### src/design/weighted_outer_product_cov3x3_defines.svh
// ---------------------------------------------------------------------------
// Covariance accumulator assertion macros
// Shared concurrent assertion forms for the covariance accumulator.
// ---------------------------------------------------------------------------
`ifndef WEIGHTED_OUTER_PRODUCT_COV3X3_DEFINES_SVH
`define WEIGHTED_OUTER_PRODUCT_COV3X3_DEFINES_SVH

// Same-cycle implication, masked during reset.
`define WOPC_ASSERT_NOW(label, clk, rst, ante, cons) \
  label: assert property (@(posedge clk) disable iff (rst) (ante) |-> (cons)) \
    else $error("wopc: same-cycle check failed");

// Next-cycle implication, masked during reset.
`define WOPC_ASSERT_NEXT(label, clk, rst, ante, cons) \
  label: assert property (@(posedge clk) disable iff (rst) (ante) |=> (cons)) \
    else $error("wopc: next-cycle check failed");

`endif

### src/design/wopc_pkg.sv
// ---------------------------------------------------------------------------
// wopc_pkg
// Types, widths and the saturating add of the covariance accumulator.
// ---------------------------------------------------------------------------
package wopc_pkg;

  localparam int COORD_BITS  = 16;
  localparam int WEIGHT_BITS = 16;
  localparam int SUM_BITS    = 56;
  localparam int DIFF_BITS   = COORD_BITS + 1;
  localparam int PROD_BITS   = 2 * DIFF_BITS;
  localparam int TERM_BITS   = PROD_BITS + WEIGHT_BITS;
  localparam int ADD_BITS    = ((TERM_BITS > SUM_BITS) ? TERM_BITS : SUM_BITS) + 1;

  localparam int QUEUE_DEPTH = 4;
  localparam int QPTR_BITS   = $clog2(QUEUE_DEPTH);
  localparam int QCNT_BITS   = $clog2(QUEUE_DEPTH + 1);

  localparam logic [ADD_BITS-1:0] SAT_HI =
    {{(ADD_BITS - SUM_BITS + 1){1'b0}}, {(SUM_BITS - 1){1'b1}}};
  localparam logic [ADD_BITS-1:0] SAT_LO = ~SAT_HI;

  typedef logic signed [COORD_BITS-1:0] coord_t;
  typedef logic signed [DIFF_BITS-1:0]  diff_t;
  typedef logic signed [PROD_BITS-1:0]  prod_t;
  typedef logic signed [TERM_BITS-1:0]  term_t;
  typedef logic signed [SUM_BITS-1:0]   sum_t;

  typedef enum logic {
    OP_CENTRE    = 1'b0,
    OP_NEIGHBOUR = 1'b1
  } op_t;

  typedef struct packed {
    logic                          op;
    logic signed [WEIGHT_BITS-1:0] weight;
    logic signed [COORD_BITS-1:0]  def_x;
    logic signed [COORD_BITS-1:0]  def_y;
    logic signed [COORD_BITS-1:0]  def_z;
    logic signed [COORD_BITS-1:0]  rest_x;
    logic signed [COORD_BITS-1:0]  rest_y;
    logic signed [COORD_BITS-1:0]  rest_z;
    logic                          last;
  } in_t;

  typedef struct packed {
    logic signed [SUM_BITS-1:0] s00;
    logic signed [SUM_BITS-1:0] s01;
    logic signed [SUM_BITS-1:0] s02;
    logic signed [SUM_BITS-1:0] s10;
    logic signed [SUM_BITS-1:0] s11;
    logic signed [SUM_BITS-1:0] s12;
    logic signed [SUM_BITS-1:0] s20;
    logic signed [SUM_BITS-1:0] s21;
    logic signed [SUM_BITS-1:0] s22;
  } out_t;

  // Command handed from the front part to the back part.
  typedef struct packed {
    op_t                           kind;
    logic                          last;
    logic signed [WEIGHT_BITS-1:0] weight;
    logic [2:0][DIFF_BITS-1:0]     dd;
    logic [2:0][DIFF_BITS-1:0]     dr;
  } cmd_t;

  typedef enum logic [2:0] {
    BK_IDLE,
    BK_PROD,
    BK_WGT,
    BK_ACC,
    BK_EMIT
  } back_state_t;

  // Exact add, then clamp to the sum range.
  function automatic sum_t sat_add(sum_t a, term_t b);
    logic signed [ADD_BITS-1:0] s;
    s = ADD_BITS'(a) + ADD_BITS'(b);
    if (s > $signed(SAT_HI)) begin
      return SUM_BITS'(SAT_HI);
    end else if (s < $signed(SAT_LO)) begin
      return SUM_BITS'(SAT_LO);
    end
    return SUM_BITS'(s);
  endfunction

endpackage

### src/design/wopc_front.sv
// ---------------------------------------------------------------------------
// wopc_front
// Accepts items, latches centre positions and forms the difference command.
// ---------------------------------------------------------------------------
module wopc_front (
  input  logic           clk,
  input  logic           rst,
  input  logic           push,
  output logic           full,
  input  wopc_pkg::in_t  item,
  input  logic           q_full,
  output logic           q_push,
  output wopc_pkg::cmd_t q_cmd
);

  wopc_pkg::coord_t centre_def  [3];
  wopc_pkg::coord_t centre_rest [3];
  logic             accept;

  assign full   = q_full;
  assign accept = push && !q_full;
  assign q_push = accept;

  always_ff @(posedge clk) begin
    if (rst) begin
      for (int i = 0; i < 3; i++) begin
        centre_def[i]  <= '0;
        centre_rest[i] <= '0;
      end
    end else if (accept && (item.op == wopc_pkg::OP_CENTRE)) begin
      centre_def[0]  <= item.def_x;
      centre_def[1]  <= item.def_y;
      centre_def[2]  <= item.def_z;
      centre_rest[0] <= item.rest_x;
      centre_rest[1] <= item.rest_y;
      centre_rest[2] <= item.rest_z;
    end
  end

  // centre minus neighbour, one bit wider than a coordinate
  always_comb begin
    q_cmd.kind   = wopc_pkg::op_t'(item.op);
    q_cmd.last   = item.last;
    q_cmd.weight = item.weight;
    q_cmd.dd[0]  = wopc_pkg::DIFF_BITS'(centre_def[0])  - wopc_pkg::DIFF_BITS'(item.def_x);
    q_cmd.dd[1]  = wopc_pkg::DIFF_BITS'(centre_def[1])  - wopc_pkg::DIFF_BITS'(item.def_y);
    q_cmd.dd[2]  = wopc_pkg::DIFF_BITS'(centre_def[2])  - wopc_pkg::DIFF_BITS'(item.def_z);
    q_cmd.dr[0]  = wopc_pkg::DIFF_BITS'(centre_rest[0]) - wopc_pkg::DIFF_BITS'(item.rest_x);
    q_cmd.dr[1]  = wopc_pkg::DIFF_BITS'(centre_rest[1]) - wopc_pkg::DIFF_BITS'(item.rest_y);
    q_cmd.dr[2]  = wopc_pkg::DIFF_BITS'(centre_rest[2]) - wopc_pkg::DIFF_BITS'(item.rest_z);
  end

endmodule

### config.mk
export PLATFORM = sky130hd
export DESIGN_NAME = wopc_front
export DESIGN_NICKNAME = d
export VERILOG_FILES = /design/src/design/weighted_outer_product_cov3x3_defines.svh /design/src/design/wopc_pkg.sv /design/src/design/wopc_front.sv
export SDC_FILE = /design/constraint.sdc
export NUM_CORES = 1
export LEC_CHECK = 0
export ABC_AREA = 1
export BUFFER_PORTS_ARGS = -buffer_cell sky130_fd_sc_hd__buf_2
export CORE_MARGIN = 10
export CORE_UTILIZATION = 50
export DETAILED_ROUTE_END_ITERATION = 8
export PLACE_DENSITY = 0.78
export REMOVE_ABC_BUFFERS = 1
export SLEW_MARGIN = 20
export SYNTH_ARGS = -nofsm -noshare
export SYNTH_HDL_FRONTEND = slang
export SYNTH_SLANG_ARGS = --single-unit
### constraint.sdc
create_clock -name clk -period 3.6 [get_ports clk]
set_clock_uncertainty 0.05 [all_clocks]
set_input_delay 0.72 -clock clk [delete_from_list [all_inputs] [get_ports clk]]
set_output_delay 0.72 -clock clk [all_outputs]
set_load 0.1 [all_outputs]
# After elaboration in Yosys (flattened, before gate mapping)
# Memory sizes are Yosys's and may differ from the RTL's.
# Cells that the tools add are included.
[totals] memories=2 ff_bits=0 ramBits=96 output_inout_bits=122
[memory_table] memory="centre_def" depth=3 word_bits=16 read_ports=3 rd_clocked_by_memory_dff=0 wr=3 line_no="wopc_front.sv:16" source="wopc_pkg::coord_t centre_def [3];"
[memory_table] memory="centre_rest" depth=3 word_bits=16 read_ports=3 rd_clocked_by_memory_dff=0 wr=3 line_no="wopc_front.sv:17" source="wopc_pkg::coord_t centre_rest [3];"
[classes] n_mux=11 n_addsub=6 reduce_logical=3 bitwise=7
[ops] cell="subtractor 16 x 16 -> 17 bit" n=6
[ops] cell="two-way mux 16 bit" n=6
[ops] cell="OR 1 bit" n=6
[ops] cell="two-way mux 1 bit" n=5
[ops] cell="logical AND 1 bit" n=2
[ops] cell="zero test 1 bit" n=1
[ops] cell="NOT 1 bit" n=1

# Logic depth before layout (Yosys ltp)
[depth] ltp_word=7 depth_mapped=12 depth_no_buf=12

# Worst setup path before layout
# OpenSTA, ideal clock, no wires.
[synth_timing] path_kind="input -> register" startpoint="input push" endpoint="memory centre_def[0][0] (netlist bit) (enable)" t_required_ps=3093 t_arrival_ps=3421 setup_time_ps=457 n_path_buf=0 stages=4 path_slack_ps=-328 cell_sequence="inv_1 nor2_4 nand2_1 nand2_1"
[synth_lines] item="from (decl)" line_no="wopc_front.sv:8" source="input logic push,"
[synth_lines] item="to (decl)" line_no="wopc_front.sv:16"

==> flow_summary_export.csv <==
group,metric,value,unit
detailed_routing,wl_met2,11.31,mm
final_layout,fin_nets,1946,
setup_path,arrival,2530,ps
setup_path,critPathMostFrequentCell,"nand2_1",
die,initial_core_util,50.78,%
setup_path,cp.required,2830,ps
timing,rsz0062_at_grt,"false",
detailed_routing,drt-met1-wl,10.64,mm
die,chipWidth,160.6,um
global_routing,antenna_found_initial,1,
final_layout,areaGrowthSynthToFinish,17.58,%
synth,syn_area_per_cell,6.434,sq um
synth,synth_edf_count,96,
die,die_area,25790,sq um
placement,pre_cts_ws,304.0,ps
detailed_routing,dr_wl_met3,1.521,mm
job,drv_cap,0,
placement,place_congestion,0.8768,
die,core_area,19460,sq um
clocking,clock_path_buffers,2,
final_layout,diodes,0,
power_and_ir_drop,power_density,513.3,nW/um^2
placement,io_buffers,205,
timing,setup_viol,0,
timing,drv_slew,0,
setup_path,worstPathMaxFanout,3,
timing,timing.final.ws_setup,297.6,ps
synth,yosys.cell_count.top_type,"nand2_1",
die,rows,51,
detailed_routing,via_per_inst,4.625,
detailed_routing,avgRoutedWirePerCell,11.95,um
clocking,clockRootBuffer,"clkbuf_16",
detailed_routing,route.detailed.drc,0,
global_routing,grt_max_degree,91,
synth,synthFlopType,"edfxtp_1",
status,status,"completed",
detailed_routing,routed.top_layer,"met5",
global_routing,overflow,0,
clocking,cts_buffers,9,
timing,tns,0,ps
clocking,hold_buffers,0,
setup_path,crit_family,"simple AND/OR/NAND/NOR gates",
synth,synth_area,9883,sq um
global_routing,grt_pass1_vias,8796,
synth,synth_cells,1536,
synth,synthTopCellsByCount,"nand2_1 (562), inv_1 (396), nor2_1 (101)",
timing,fmax,302.8,MHz
synth,synth.distinct_cells,19,
final_layout,finalInstanceArea,11620,sq um
detailed_routing,dr.pass1.iters,5,
placement,hpwl,19.60,mm
final_layout,fin_util,59.71,%
clocking,post_cts_buffers,0,
die,pin_count,240,
setup_path,path_buf_inv,3,
clocking,htree_levels,3,
synth,ys_seq_area_share,29.17,%
synth,synthArstFlopShare,0,%
die,die_y,160.6,um
synth,netlist.area_leader.share,29.17,%
detailed_routing,first_iter_violations,349,
timing,hold_viol,0,
global_routing,grt_pass1_wl,39.59,mm
clocking,cts_tree,"done",
global_routing,grtUsageTotal,18.08,%
clocking,cts.sink_count,96,
placement,place_area,11360,sq um
setup_path,slowest_delay,420,ps
min_path,hold_class,"input port to flip-flop",
clocking,cts-resized-gates,0,
synth,synth_top_area_cell,"edfxtp_1",
synth,synth-seq-cells,96,
setup_path,cp_slowest_cell,"buf_2",
setup_path,path_class,"input port to output port",
power_and_ir_drop,peakVddDrop,0.4132,mV
timing,worst_pin_slew,617.1,ps
clocking,clk_pin_slew,70,ps
synth,yosysWarnings,0,
timing,finalCritPeriodShare,91.73,%
timing,slew_headroom,58.86,%
detailed_routing,wl,23.85,mm
power_and_ir_drop,p_leak,7.190,nW
setup_path,path_cells,"buf_2 -> ha_1 -> fa_1 -> inv_1 -> nand2_1 -> nand2_1 -> nand3_1 -> nand2_1 -> nand2_1 -> nand2_1 -> nand2_1 -> nand2_1 -> buf_2",
timing,period_needed,3302,ps
synth,yosys-top-cells-area,"edfxtp_1 (29%), nand2_1 (21%), inv_1 (15%), ha_1 (12%), nor2_1 (3.8%)",
final_layout,drive_gt1_share,15.48,%
setup_path,crit_path_end_kind,"output port",
detailed_routing,vias,9231,
setup_path,start_kind,"input port",
detailed_routing,antenna_left,0,
## logic make-up after synthesis
group	synth area share, %
flip-flops	29.17
XOR/XNOR	3.722
adder cells (fa/ha/maj)	13.37
AND/OR/NAND/NOR	33.46
buffers and inverters	17.24
AO/OA/AOI/OAI	3.038
## final timing paths
path / from / endpoint / cells past startpoint
worst max-delay path: item[17] / q_cmd[33] / 13
worst min-delay path: item[70] / centre_def[0][21] / 3
## flip-flops by register name (all words and copies together) (netlist names)
name / cells
centre_rest: 48
centre_def: 48
## area by class of cell
class                      instances  area [sq um]
sequential                        96          2883
timing repair buffer             208          1344
fill                            1877          7841
clock buffer                      10         229.0
tap                              265         331.6
clock inverter                     6         36.28
inverter                         396          1486
multi-input combinational       1015          5311
## layout by cell type (no fill, tap or decap)
master,Yosys,final
nor3_1,24,24
buf_4,19,1
clkinv_2,0,1
clkinv_1,0,2
nor2_4,1,1
nand2_1,562,561
buf_12,0,20
xnor2_1,15,15
nor2_2,40,40
buf_2,0,187
edfxtp_1,96,96
clkinvlp_4,0,2
clkinv_4,0,1
or2_1,9,9
nor2_1,101,101
nand3_1,69,69
nand3_4,0,1
fa_1,6,6
ha_1,96,96
xor2_1,27,27
inv_1,396,396
nand2_2,4,4
a21oi_1,60,60
clkbuf_16,0,9
clkbuf_1,5,1
nand2_4,0,1
## tightest hold or removal path: stages
cell and delay, ps:
buf_2 70, inv_1 50, nor2_2 90
## metrics by stage
| stage | instances | hold WS (ps) | total power [mW] |
|---|---|---|---|
| after floorplan | 1507 | 878.0 | 4.358 |
| after global placement | 1980 | 984.0 | 5.088 |
| after detailed placement | 1980 | 992.8 | 5.119 |
| after CTS | 1996 | 625.1 | 6.018 |
| after global routing | 1996 | 644.0 | 6.291 |
| final | 1996 | 641.1 | 5.965 |
## report_power, final
part | switching [mW] | internal [mW]
sequential | 0.0271 | 1.32
combinational | 2.95 | 0.793
clock | 0.415 | 0.464
## metal layers
layer | track usage [%] | up-vias
li1 | - | 4953
met1 | 21.99 | 4012
met2 | 31.41 | 237
met3 | 3.988 | 27
met4 | 4.883 | 2
met5 | 0.5917 | -
Power figures use the tool's default switching activity.
